===== src/hw/rtl/bpedec_pkg.sv =====
// shared constants for the byte-level bpe text decoder
// used by bpedec_revert and byte_level_bpe_text_decoder; no dependencies
package bpedec_pkg;

    localparam int CODE_W = 21;
    localparam int BYTE_W = 8;

    // utf-8 lead byte classification
    localparam logic [7:0] ASCII_LIMIT = 8'h80;
    localparam logic [7:0] LEAD2_MASK  = 8'hE0;
    localparam logic [7:0] LEAD2_CODE  = 8'hC0;
    localparam logic [7:0] LEAD3_MASK  = 8'hF0;
    localparam logic [7:0] LEAD3_CODE  = 8'hE0;
    localparam logic [7:0] LEAD4_MASK  = 8'hF8;
    localparam logic [7:0] LEAD4_CODE  = 8'hF0;
    localparam logic [7:0] CONT_MASK   = 8'h3F;

    // reverse table: codes from 256 up name the unprintable bytes in order
    localparam logic [12:0] UNPRINT_PAGE  = 13'd1;
    localparam logic [7:0]  UNPRINT_LAST  = 8'd67;
    localparam logic [7:0]  LOW_CTRL_CNT  = 8'd33;
    localparam logic [7:0]  DEL_BYTE      = 8'd127;
    localparam logic [7:0]  HIGH_CTRL_END = 8'd67;
    localparam logic [7:0]  SOFT_HYPHEN   = 8'd173;

    localparam logic [7:0]  SPACE_BYTE    = 8'd32;

endpackage


===== src/hw/rtl/bpedec_revert.sv =====
// byte-level bpe reverse table: maps one decoded code point to a raw byte
// depends on bpedec_pkg
module bpedec_revert
    import bpedec_pkg::*;
(
    input  logic [CODE_W-1:0] code,
    output logic [BYTE_W-1:0] raw_byte
);

    logic [12:0] code_page;
    logic [7:0]  code_low;

    assign code_page = code[CODE_W-1:8];
    assign code_low  = code[7:0];

    // printable codes already equal their low byte, only page one differs
    always_comb begin
        raw_byte = code_low;
        if (code_page == UNPRINT_PAGE && code_low <= UNPRINT_LAST) begin
            if (code_low < LOW_CTRL_CNT) begin
                raw_byte = code_low;
            end else if (code_low < HIGH_CTRL_END) begin
                raw_byte = code_low + (DEL_BYTE - LOW_CTRL_CNT);
            end else begin
                raw_byte = SOFT_HYPHEN;
            end
        end
    end

endmodule


===== src/hw/rtl/byte_level_bpe_text_decoder.sv =====
// byte-level bpe text decoder: utf-8 decode, reverse byte table, leading space drop
// depends on bpedec_pkg and bpedec_revert
// a result appears on m_ in the cycle after the transfer that completes it, from a register
// throughput: one input byte per cycle while s_tready is high, zero or one result byte per input byte
// s_tready follows the single output register: high when it is empty or being drained
// reset (aresetn low, synchronous): no sequence open, leading-space drop armed, m_tvalid low
module byte_level_bpe_text_decoder
    import bpedec_pkg::*;
(
    input  logic       aclk,
    input  logic       aresetn,
    input  logic       s_tvalid,
    output logic       s_tready,
    input  logic [7:0] s_tdata,   // [7:0] tok_byte
    input  logic       s_tlast,   // tok_last
    input  logic       s_tuser,   // seq_start
    output logic       m_tvalid,
    input  logic       m_tready,
    output logic [7:0] m_tdata    // [7:0] out_byte
);

    logic [1:0]        bytes_pending_reg, bytes_pending_next;
    logic [CODE_W-1:0] code_accum_reg, code_accum_next;
    logic              first_out_pending_reg, first_out_pending_next;
    logic              m_tvalid_reg;
    logic [7:0]        m_tdata_reg;

    logic              s_accept;
    logic [1:0]        pend_in;
    logic [CODE_W-1:0] acc_in;
    logic [CODE_W-1:0] acc_shift;
    logic              first_in;
    logic              done;
    logic [CODE_W-1:0] code;
    logic [7:0]        raw_byte;
    logic              emit;

    assign s_tready = ~m_tvalid_reg | m_tready;
    assign s_accept = s_tvalid & s_tready;
    assign m_tvalid = m_tvalid_reg;
    assign m_tdata  = m_tdata_reg;

    assign acc_shift = {acc_in[CODE_W-7:0], s_tdata[5:0] & CONT_MASK[5:0]};

    always_comb begin
        // a new string drops any open sequence and rearms the space drop
        pend_in  = s_tuser ? 2'd0 : bytes_pending_reg;
        acc_in   = s_tuser ? '0 : code_accum_reg;
        first_in = s_tuser | first_out_pending_reg;

        bytes_pending_next = pend_in;
        code_accum_next    = acc_in;
        done               = 1'b0;
        code               = '0;

        if (pend_in == 2'd0) begin
            if (s_tdata < ASCII_LIMIT) begin
                code = {{(CODE_W-8){1'b0}}, s_tdata};
                done = 1'b1;
            end else if ((s_tdata & LEAD2_MASK) == LEAD2_CODE) begin
                code_accum_next    = {{(CODE_W-5){1'b0}}, s_tdata[4:0]};
                bytes_pending_next = 2'd1;
            end else if ((s_tdata & LEAD3_MASK) == LEAD3_CODE) begin
                code_accum_next    = {{(CODE_W-4){1'b0}}, s_tdata[3:0]};
                bytes_pending_next = 2'd2;
            end else if ((s_tdata & LEAD4_MASK) == LEAD4_CODE) begin
                code_accum_next    = {{(CODE_W-3){1'b0}}, s_tdata[2:0]};
                bytes_pending_next = 2'd3;
            end
            // anything else is a stray byte and is skipped
        end else begin
            // continuation bits are taken without checking the 10 prefix
            bytes_pending_next = pend_in - 2'd1;
            code_accum_next    = acc_shift;
            if (pend_in == 2'd1) begin
                code            = acc_shift;
                code_accum_next = '0;
                done            = 1'b1;
            end
        end

        // a sequence left open at the token end is discarded
        if (s_tlast && bytes_pending_next != 2'd0) begin
            bytes_pending_next = 2'd0;
            code_accum_next    = '0;
        end

        first_out_pending_next = done ? 1'b0 : first_in;
        emit = done & ~(first_in & (raw_byte == SPACE_BYTE));
    end

    bpedec_revert u_revert (
        .code     (code),
        .raw_byte (raw_byte)
    );

    always_ff @(posedge aclk) begin
        if (!aresetn) begin
            bytes_pending_reg     <= 2'd0;
            code_accum_reg        <= '0;
            first_out_pending_reg <= 1'b1;
            m_tvalid_reg          <= 1'b0;
        end else begin
            if (s_accept) begin
                bytes_pending_reg     <= bytes_pending_next;
                code_accum_reg        <= code_accum_next;
                first_out_pending_reg <= first_out_pending_next;
            end
            if (s_tready) begin
                m_tvalid_reg <= s_accept & emit;
            end
        end
    end

    always_ff @(posedge aclk) begin
        if (s_accept && emit) begin
            m_tdata_reg <= raw_byte;
        end
    end

    // no sequence survives the end of a token
    assert property (@(posedge aclk) disable iff (!aresetn)
        (s_accept && s_tlast) |=> (bytes_pending_reg == 2'd0))
        else $error("sequence still open after token end");

    // a leading space on a fresh string is consumed without a result
    assert property (@(posedge aclk) disable iff (!aresetn)
        (s_accept && s_tuser && s_tdata == SPACE_BYTE) |=>
            (!first_out_pending_reg && !m_tvalid_reg))
        else $error("leading space not dropped");

    // a stray byte with no open sequence leaves the state alone
    assert property (@(posedge aclk) disable iff (!aresetn)
        (s_accept && !s_tuser && bytes_pending_reg == 2'd0 &&
         s_tdata[7:6] == 2'b10) |=>
            (bytes_pending_reg == 2'd0 &&
             first_out_pending_reg == $past(first_out_pending_reg)))
        else $error("stray byte changed decoder state");

    // reset leaves no sequence open and the space drop armed
    assert property (@(posedge aclk)
        !aresetn |=> (first_out_pending_reg && bytes_pending_reg == 2'd0 && !m_tvalid_reg))
        else $error("bad state after reset");

endmodule


===== config.mk =====
export PLATFORM = sky130hd
export DESIGN_NAME = byte_level_bpe_text_decoder
export DESIGN_NICKNAME = d
export VERILOG_FILES = /design/src/hw/rtl/bpedec_pkg.sv /design/src/hw/rtl/bpedec_revert.sv /design/src/hw/rtl/byte_level_bpe_text_decoder.sv
export SDC_FILE = /design/constraint.sdc
export NUM_CORES = 1
export LEC_CHECK = 0
export BUFFER_PORTS_ARGS = -buffer_cell sky130_fd_sc_hd__buf_2
export CORE_UTILIZATION = 45
export CTS_BUF_LIST = sky130_fd_sc_hd__clkbuf_8 sky130_fd_sc_hd__clkbuf_16
export DETAILED_ROUTE_END_ITERATION = 8
export GPL_TIMING_DRIVEN = 0
export MAX_ROUTING_LAYER = met4
export PLACE_DENSITY = 0.62
export RECOVER_POWER = 50
export SYNTH_ARGS = -nofsm -noshare
export SYNTH_HDL_FRONTEND = slang
export SYNTH_HIERARCHICAL = 1
export SYNTH_SLANG_ARGS = --single-unit

===== constraint.sdc =====
create_clock -name aclk -period 7.1 [get_ports aclk]
set_clock_uncertainty 0.2 [all_clocks]
set_input_delay 0.71 -clock aclk [delete_from_list [all_inputs] [get_ports aclk]]
set_output_delay 0.71 -clock aclk [all_outputs]
set_load 0.01 [all_outputs]

==> out/results.txt, run 1 <==
Final wirelength: 3.70 mm
Die H: 61.8 µm
Io pins: 24
DRC violations left: 0
H-tree Lvls: 1
Synthesized area per cell: 9.76 µm²
Synth async-reset ratio: 0%
GP Congestion: 0.902
Crit-path max FO: 10
Initial DRC count: 52
Crit path capture type: register
HP Class: register to register
Via density: 5.79
DR vias: 1378
Core footprint: 3390 µm²
Most common cell after layout, fill and taps aside: and2_1
GR Layer Usage met3: 2.69%
WS Path Type: input pin to register
Synth-to-Final Area Change: 10.4%
Most used DFF post-synth: dfxtp_1
Placed Cells incl. Taps: 234
Hold Path Depth: 1
Port Buffer Count: 23
DRT Pass-1 Iters: 6
Place WS: 2710 ps
Max reg flops: 15
RSZ-0062 raised after global routing: false
Hpwl dp: 2.83 mm
Vias in the first global route: 1275
Root Buffer: clkbuf_8
Util after Layout: 52.5%
Ant diodes: 0
Startpoint types: input pin
# resized after CTS: 0
Largest cells by area after synthesis: dfxtp_1 24%, edfxtp_1 15%, and2_1 8.5%, a22o_1 5.4%, o21ai_0 2.8%
Crit path DAT: 4040 ps
MaxCap Viol Count: 0
Slew Viols, Final: 0
Gr busiest metal: met2
Cts bufs inserted: 3
Reg area: 621 µm²
Clock Latency Late Sink: 270 ps
Layout cells sized above 1: 17.2%
Fin worst setup slack: 2860 ps
CTS sink count: 27
Cell count after synthesis: 165
Hold WS: 279 ps
Tot GR Track Use: 20.8%
Final critical-path share of the clock period: 59.7%
Syn_nets: 180
Met2 Use GR: 34.6%
Post-synthesis sequential area ratio: 38.5%
CTS tree: done
Commonest non-fill, non-tap cells in the layout: 21 x and2_1, 19 x dfxtp_1, 17 x clkbuf_1, 13 x buf_2, 10 x a22o_1
Maximum vdd drop: 0.0000614 V
Final instance area: 1780 µm²
DRT antenna net count: 0
Status: completed
Hold Path Origin: code_accum_reg[11]
Hold EP: code_accum_reg[11]
Slew margin rel.: 59.1%
DR WL/cell: 15.6 µm
Crit path time final: 4240 ps
Pwr dens: 170 nW/µm²
Synth area leader: dfxtp_1
Pleak: 0.649 nW
Placement Cell Area: 1780 µm²
Worst-path clk slew: 100 ps
Setup TNS: 0 ps
Post-CTS Setup Bufs: 0
Number of flops mapped to enable cells by yosys: 8
Grt ovf: 0
CP required: 6900 ps
Largest net degree at the start of global routing: 17
RR Startpoint: bytes_pending_reg[0]
Met1 GRT Util: 26.7%
Hold Violations, Final: 0
Total power: 302 µW
Worst reg2reg path depth: 12
Final nets: 208
Yosys warnings: 6
FMAX: 236 MHz
Worst R2R End: m_tdata[2]
Die extent in x: 61.8 µm
Max Root-Sink Buffers: 2
Slew @ Worst Pin: 598 ps
Reg2Reg Setup Slack: 3130 ps
Row count: 21
Initial antenna violation count: 0
Multi-input logic area: 897 µm²
Critical Path Source: s_tuser
Die Footprint: 3820 µm²
Synth top area share: 23.6%
Yosys reg bits: 27
CTS Hold Bufs: 0
Fin cells: 238
Synth cell types: 54
Mapped Area: 1610 µm²
Setup Viol. Count Final: 0
First-pass GRT wire length: 5.73 mm
Starting density of the core: 47.5%
Fill cell count: 330
critical path, stage by stage:
cell and delay (ps):
buf_2 80, clkbuf_1 310, nor2b_1 150, a21oi_1 470
and2_1 360, o41a_1 280, o211ai_1 120, or4b_1 470
o21a_1 160, nor4_1 450, o211ai_1 150, nand3_1 160
inv_1 170
per-layer routing:
metal / part of all wire, % / vias to the layer above
met5: 0 / -
met4: 0 / 0
met3: 6.1 / 0
met2: 46 / 44
met1: 48 / 644
li1: - / 690
layout make-up:
cell class              count  area share, %
flip-flops and latches     27           34.9
multi-input cells         124           50.5
repair buffers             23           5.70
clock buffers               3           2.32
clock inverters             1          0.352
plain buffers               7           1.55
inverters                   7           1.48
well taps                  46           3.24
how the worst max path moves through the flow:
stage | slack (ps) | to
floorplan | 3460 | m_tdata[0]
global placement | 2810 | m_tdata[4]
detailed placement | 2710 | m_tdata[2]
CTS | 2990 | m_tdata[2]
global route | 2580 | m_tdata[2]
finish | 2860 | m_tdata[2]
where the power goes:
group | switching, mW | leakage (nW) | internal [mW]
Combinational | 0.0308 | 0.393 | 0.0182
Clock | 0.0486 | 0.0260 | 0.0401
Sequential | 0.00159 | 0.230 | 0.163
Total | 0.0811 | 0.649 | 0.221
kinds of logic (layout without fill, tap and decap cells):
| logic type | Yosys count | in the layout | synth area share (%) |
|---|---|---|---|
| flops | 27 | 27 | 38.5 |
| simple gates | 66 | 66 | 26.5 |
| mux | 2 | 2 | 1.40 |
| buf+inv | 14 | 41 | 4.58 |
| fa+ha+maj | 1 | 1 | 0.777 |
| compound gates | 55 | 55 | 28.2 |
cell usage after synthesis, types with 2 or more instances:
cell and instances:
and2_1 22, edfxtp_1 8, o21a_1 2, nor4_1 3, o2111ai_1 2, clkbuf_1 3, a22o_1 10, buf_2 2
nand3_1 5, nor3_1 2, a211oi_1 5, a31oi_1 2, o211ai_1 2, a21oi_1 5, o21ai_0 9, dfxtp_1 19
nand2_1 5, mux2_2 2, or3b_2 2, nor2b_1 2, nor4b_1 3, inv_1 7, a21o_1 2, nor2_1 6
nand2b_1 3, a22o_2 4
Power figures use the tool's default switching activity.
==> run 2: changes to the inputs <==
--- a/config.mk
+++ b/config.mk
@@ -11,7 +11,7 @@
 export DETAILED_ROUTE_END_ITERATION = 8
 export GPL_TIMING_DRIVEN = 0
 export MAX_ROUTING_LAYER = met4
-export PLACE_DENSITY = 0.62
+export PLACE_DENSITY = 0.65
 export RECOVER_POWER = 50
 export SYNTH_ARGS = -nofsm -noshare
 export SYNTH_HDL_FRONTEND = slang
==> constraint.sdc (replaced) <==
create_clock -name aclk -period 3.5 [get_ports aclk]
set_clock_uncertainty 0.2 [all_clocks]
set_input_delay 0.35 -clock aclk [delete_from_list [all_inputs] [get_ports aclk]]
set_output_delay 0.35 -clock aclk [all_outputs]
set_load 0.01 [all_outputs]
==> out/results.txt, run 2 (synthesized netlist as in run 1, its figures left out) <==
Io pins: 24 (unchanged)
Max Root-Sink Buffers: 2 (unchanged)
Crit path DAT: 3210 ps (was 4040 ps)
Cts bufs inserted: 3 (unchanged)
Port Buffer Count: 23 (unchanged)
DR vias: 1443 (was 1378)
Setup TNS: 0 ps (unchanged)
DRT Pass-1 Iters: 4 (was 6)
DR WL/cell: 15.9 µm (was 15.6 µm)
Fin worst setup slack: 112 ps (was 2860 ps)
CP required: 3320 ps (was 6900 ps)
Ant diodes: 0 (unchanged)
WS Path Type: register to register (was input pin to register)
Final nets: 215 (was 208)
Worst-path clk slew: 100 ps (about the same)
DRC violations left: 0 (unchanged)
FMAX: 295 MHz
Max reg flops: 15 (unchanged)
Largest net degree at the start of global routing: 17 (unchanged)
Synth-to-Final Area Change: 20.4% (was 10.4%)
Crit path time final: 3390 ps
H-tree Lvls: 1 (unchanged)
Total power: 634 µW (was 302 µW)
Hold Violations, Final: 0 (unchanged)
Via density: 5.89 (was 5.79)
Hold Path Depth: 2 (was 1)
Crit path capture type: register (unchanged)
Core footprint: 3390 µm² (unchanged)
Slew @ Worst Pin: 588 ps (was 598 ps)
Die extent in x: 61.8 µm (unchanged)
First-pass GRT wire length: 6.05 mm (was 5.73 mm)
Slew Viols, Final: 0 (unchanged)
Startpoint types: register (was input pin)
Row count: 21 (unchanged)
Maximum vdd drop: 0.000136 V (was 0.0000614 V)
Root Buffer: clkbuf_8 (unchanged)
CTS sink count: 27 (unchanged)
Setup Viol. Count Final: 0 (unchanged)
CTS tree: done (unchanged)
Slew margin rel.: 60.5% (was 59.1%)
DRT antenna net count: 0 (unchanged)
Hpwl dp: 2.76 mm (was 2.83 mm)
Grt ovf: 0 (unchanged)
Starting density of the core: 47.5% (unchanged)
Final wirelength: 3.90 mm (was 3.70 mm)
GP Congestion: 0.936 (was 0.902)
MaxCap Viol Count: 0 (unchanged)
Final critical-path share of the clock period: 96.8%
Die Footprint: 3820 µm² (unchanged)
Status: completed (unchanged)
Clock Latency Late Sink: 270 ps (about the same)
Pwr dens: 327 nW/µm² (was 170 nW/µm²)
Tot GR Track Use: 22.1% (was 20.8%)
Initial antenna violation count: 0 (unchanged)
Place WS: -441 ps (was 2710 ps)
Crit-path max FO: 9 (was 10)
Commonest non-fill, non-tap cells in the layout: 18 x and2_1, 18 x dfxtp_1, 14 x buf_2, 11 x clkbuf_1, 10 x a22o_1 (was 21 x and2_1, 19 x dfxtp_1, 17 x clkbuf_1, 13 x buf_2, 10 x a22o_1)
Pleak: 0.728 nW (was 0.649 nW)
Fill cell count: 306 (was 330)
Vias in the first global route: 1362 (was 1275)
Layout cells sized above 1: 28.6% (was 17.2%)
Fin cells: 245 (was 238)
Die H: 61.8 µm (unchanged)
Placed Cells incl. Taps: 234 (unchanged)
Initial DRC count: 74 (was 52)
Worst reg2reg path depth: 12 (unchanged)
HP Class: input pin to register (was register to register)
## run 2: cell count changes in the layout (fill, tap and decap cells not counted), sizes merged
cell / change
clkbuf: -5
buf: +12
## run 2: timing repair
action,in CTS,in global routing
buffers inserted,2,5
hold buffers,0,0
resized for setup,9,15
gates cloned,0,0
setup endpoints to repair,9,9
pin swaps,2,2
## run 2: worst paths after layout
path                   startpoint                  to  slack (ps)
min reg2reg    code_accum_reg[12]  code_accum_reg[12]         280
min                    s_tdata[1]   code_accum_reg[1]         100
max reg2reg  bytes_pending_reg[1]          m_tdata[0]         110
max          bytes_pending_reg[1]          m_tdata[0]         110
## run 2: area by class of cell
class	count	area (µm²)	share of cell area [%]
inverter	7	26.3	1.35
tap	46	57.6	2.97
clock inverter	1	6.26	0.323
multi-input combinational	124	980	50.5
timing repair buffer	30	155	8.00
clock buffer	3	41.3	2.13
sequential	27	622	32.1
buffer	7	51.3	2.65
## run 2: layer usage
metal  wire (µm)  up-vias  global-route usage, %
met4          32        0                   5.71
li1            -      702                      -
met2        1900       62                   37.3
met3         257        4                   2.69
met1        1710      675                   28.1
met5           0        -                      -
## run 2: worst max-delay path, cell delays in order, from the launching register on
cell      delay [ps]
dfxtp_1          320
buf_4            170
nor2b_4          190
a21oi_2           80
and2_4           200
o41ai_4          430
nand2b_4         130
or4b_1           540
o21a_1           150
nor4_2           290
o211ai_1         140
nand3_1          160
inv_2            110
## run 2: through the flow
| stage | hold slack (ps) | area, µm² | util, % |
|---|---|---|---|
| floorplan | 226 | 1610 | - |
| global placement | 249 | 1780 | 52.6 |
| detailed placement | 256 | 1780 | 52.6 |
| CTS | 102 | 1890 | 55.7 |
| global route | 106 | 1940 | 57.2 |
| finish | 102 | 1940 | 57.2 |
## run 2: report_power, final
part / leakage, nW / switching [mW] / internal (mW)
sequential: 0.231 / 0.00369 / 0.330
clock: 0.0260 / 0.0992 / 0.0813
combinational: 0.471 / 0.0689 / 0.0510
==> run 3: changes to the inputs <==
--- a/config.mk
+++ b/config.mk
@@ -6,13 +6,16 @@
 export NUM_CORES = 1
 export LEC_CHECK = 0
 export BUFFER_PORTS_ARGS = -buffer_cell sky130_fd_sc_hd__buf_2
-export CORE_UTILIZATION = 45
+export CELL_PAD_IN_SITES_DETAIL_PLACEMENT = 0
+export CELL_PAD_IN_SITES_GLOBAL_PLACEMENT = 2
+export CORE_UTILIZATION = 32
 export CTS_BUF_LIST = sky130_fd_sc_hd__clkbuf_8 sky130_fd_sc_hd__clkbuf_16
 export DETAILED_ROUTE_END_ITERATION = 8
 export GPL_TIMING_DRIVEN = 0
 export MAX_ROUTING_LAYER = met4
-export PLACE_DENSITY = 0.65
+export PLACE_DENSITY = 0.76
 export RECOVER_POWER = 50
+export SETUP_SLACK_MARGIN = 0.4
 export SYNTH_ARGS = -nofsm -noshare
 export SYNTH_HDL_FRONTEND = slang
 export SYNTH_HIERARCHICAL = 1
==> out/results.txt, run 3 (synthesized netlist as in run 1, its figures left out) <==
Starting density of the core: 33.6% (was 47.5%)
Die extent in x: 72.9 µm (was 61.8 µm)
FMAX: 319 MHz (was 295 MHz)
Layout cells sized above 1: 37.8% (was 28.6%)
Crit path capture type: register (unchanged)
Final wirelength: 4.34 mm (was 3.90 mm)
Final nets: 233 (was 215)
DRT Pass-1 Iters: 4 (unchanged)
Setup TNS: 0 ps (unchanged)
Commonest non-fill, non-tap cells in the layout: 21 x buf_4, 18 x dfxtp_1, 15 x and2_1, 14 x buf_2, 12 x clkbuf_1 (was 18 x and2_1, 18 x dfxtp_1, 14 x buf_2, 11 x clkbuf_1, 10 x a22o_1)
Max reg flops: 15 (unchanged)
HP Class: input pin to register (unchanged)
Final critical-path share of the clock period: 89.6% (was 96.8%)
Maximum vdd drop: 0.000150 V (was 0.000136 V)
Die H: 72.9 µm (was 61.8 µm)
Setup Viol. Count Final: 0 (unchanged)
Vias in the first global route: 1475 (was 1362)
Via density: 5.46 (was 5.89)
Critical path's largest stage delay: 410 ps (was 540 ps)
H-tree Lvls: 1 (unchanged)
Placed Cells incl. Taps: 255 (was 234)
Worst path slowest cell: or3b_4 (was or4b_1)
Hold Violations, Final: 0 (unchanged)
DR WL/cell: 15.3 µm (was 15.9 µm)
Ant diodes: 0 (unchanged)
Slew @ Worst Pin: 1660 ps (was 588 ps)
MaxCap Viol Count: 1 (was 0)
Logic pwr share: 21.3% (was 18.9%)
Initial DRC count: 79 (was 74)
Most common cell after layout, fill and taps aside: buf_4
Final instance area: 2190 µm² (was 1940 µm²)
Reg power frac: 50.9% (was 52.7%)
CTS tree: done (unchanged)
Worst-path clk slew: 100 ps (about the same)
Reg2Reg Setup Slack: 360 ps (was 110 ps)
Core footprint: 4790 µm² (was 3390 µm²)
Slew Viols, Final: 11 (was 0)
CP Cell Sequence: nand2b_4 > nor2_4 > clkbuf_8 > and2_4 > nor4_4 > nand4_1 > buf_6 > buf_6 > or3b_4 > o22a_1 > nor4b_4 > o211ai_1 > nand3_2 > inv_4 (was buf_4 > nor2b_4 > a21oi_2 > and2_4 > o41ai_4 > nand2b_4 > or4b_1 > o21a_1 > nor4_2 > o211ai_1 > nand3_1 > inv_2)
Port Buffer Count: 23 (unchanged)
GR Layer Usage met3: 3.18% (was 2.69%)
Crit-path max FO: 8 (was 9)
Max Root-Sink Buffers: 2 (unchanged)
DRC violations left: 0 (unchanged)
DR vias: 1552 (was 1443)
Met1 GRT Util: 25.0% (was 28.1%)
Fin worst setup slack: 365 ps (was 112 ps)
Synth-to-Final Area Change: 35.9% (was 20.4%)
GP Congestion: 0.894 (was 0.936)
Switching power: 180 µW (was 172 µW)
Clock Latency Late Sink: 270 ps (about the same)
Hpwl dp: 3.01 mm (was 2.76 mm)
WS Path Type: register to register (unchanged)
Met2 Use GR: 27.9% (was 37.3%)
Gr busiest metal: met2 (unchanged)
Util after Layout: 45.7% (was 57.2%)
DRT antenna net count: 0 (unchanged)
Crit path time final: 3140 ps (was 3390 ps)
Initial antenna violation count: 0 (unchanged)
Clock Power Share: 27.8% (was 28.5%)
Grt ovf: 0 (unchanged)
Slew margin rel.: -11.6% (was 60.5%)
RSZ-0062 raised after global routing: true
CP required: 3290 ps (was 3320 ps)
Place WS: -348 ps (was -441 ps)
Largest net degree at the start of global routing: 17 (unchanged)
Violated checks: max-capacitance violations, max-slew violations
Startpoint types: register (unchanged)
Fin cells: 284 (was 245)
First-pass GRT wire length: 7.24 mm (was 6.05 mm)
Crit path DAT: 2930 ps (was 3210 ps)
Row count: 25 (was 21)
Tot GR Track Use: 18.2% (was 22.1%)
Die Footprint: 5320 µm² (was 3820 µm²)
Placement Cell Area: 1850 µm² (was 1780 µm²)
Io pins: 24 (unchanged)
Root Buffer: clkbuf_8 (unchanged)
Pleak: 0.841 nW (was 0.728 nW)
Sw Share: 27.5% (was 27.1%)
Cts bufs inserted: 3 (unchanged)
Critical path's most frequent cell: buf_6
Pwr dens: 299 nW/µm² (was 327 nW/µm²)
Design internal power: 475 µW (was 463 µW)
Status: complete, but fails checks (was completed)
CTS sink count: 27 (unchanged)
==> run 3: layer usage <==
layer,share of wire (%),wire (µm)
met5,0,0
met1,47,2030
met2,46,1990
met3,6.1,263
met4,1.4,59
==> run 3: path summary, 6_finish.rpt <==
path | startpoint | end | cells past startpoint
worst max-delay path | bytes_pending_reg[0] | m_tdata[3] | 14
worst min-delay path | aresetn | first_out_pending_reg | 2
worst max register to register | bytes_pending_reg[0] | m_tdata[3] | 14
worst min register to register | code_accum_reg[12] | code_accum_reg[12] | 1
==> run 3: worst max-delay path: cells and delay by family (launching register included) <==
kind	cells	cell delay, ps
flip-flops	1	380
AO/OA/AOI/OAI	2	310
AND/OR/NAND/NOR	8	1400
buffers and inverters	4	550
==> run 3: metrics by stage <==
step,hold slack [ps],power (mW)
after floorplan,226,0.417
after detailed placement,246,0.454
after global routing,112,0.689
final,108,0.654
after CTS,107,0.657
after global placement,248,0.451
==> run 3: repair_timing <==
item	in CTS	in global routing
setup buffers	19	5
cloned	1	0
gates resized for setup	35	3
pin swaps	12	0
hold buffers	0	0
setup endpoints to repair	9	9
==> run 3: layout make-up <==
type,instances,area (µm²)
inverter,7,28.8
clock buffer,3,41.3
timing repair buffer,48,294
buffer,7,67.6
clock inverter,1,7.51
sequential,27,624
fill,475,2600
multi-input combinational,124,1040
tap,67,83.8
==> run 3: power groups by stage <==
stage	Combinational [mW]	Clock [mW]	Sequential (mW)
final	0.139	0.182	0.333
after global routing	0.152	0.202	0.334
after CTS	0.136	0.187	0.333
after detailed placement	0.112	0	0.341
after global placement	0.111	0	0.341
after floorplan	0.0738	0	0.343
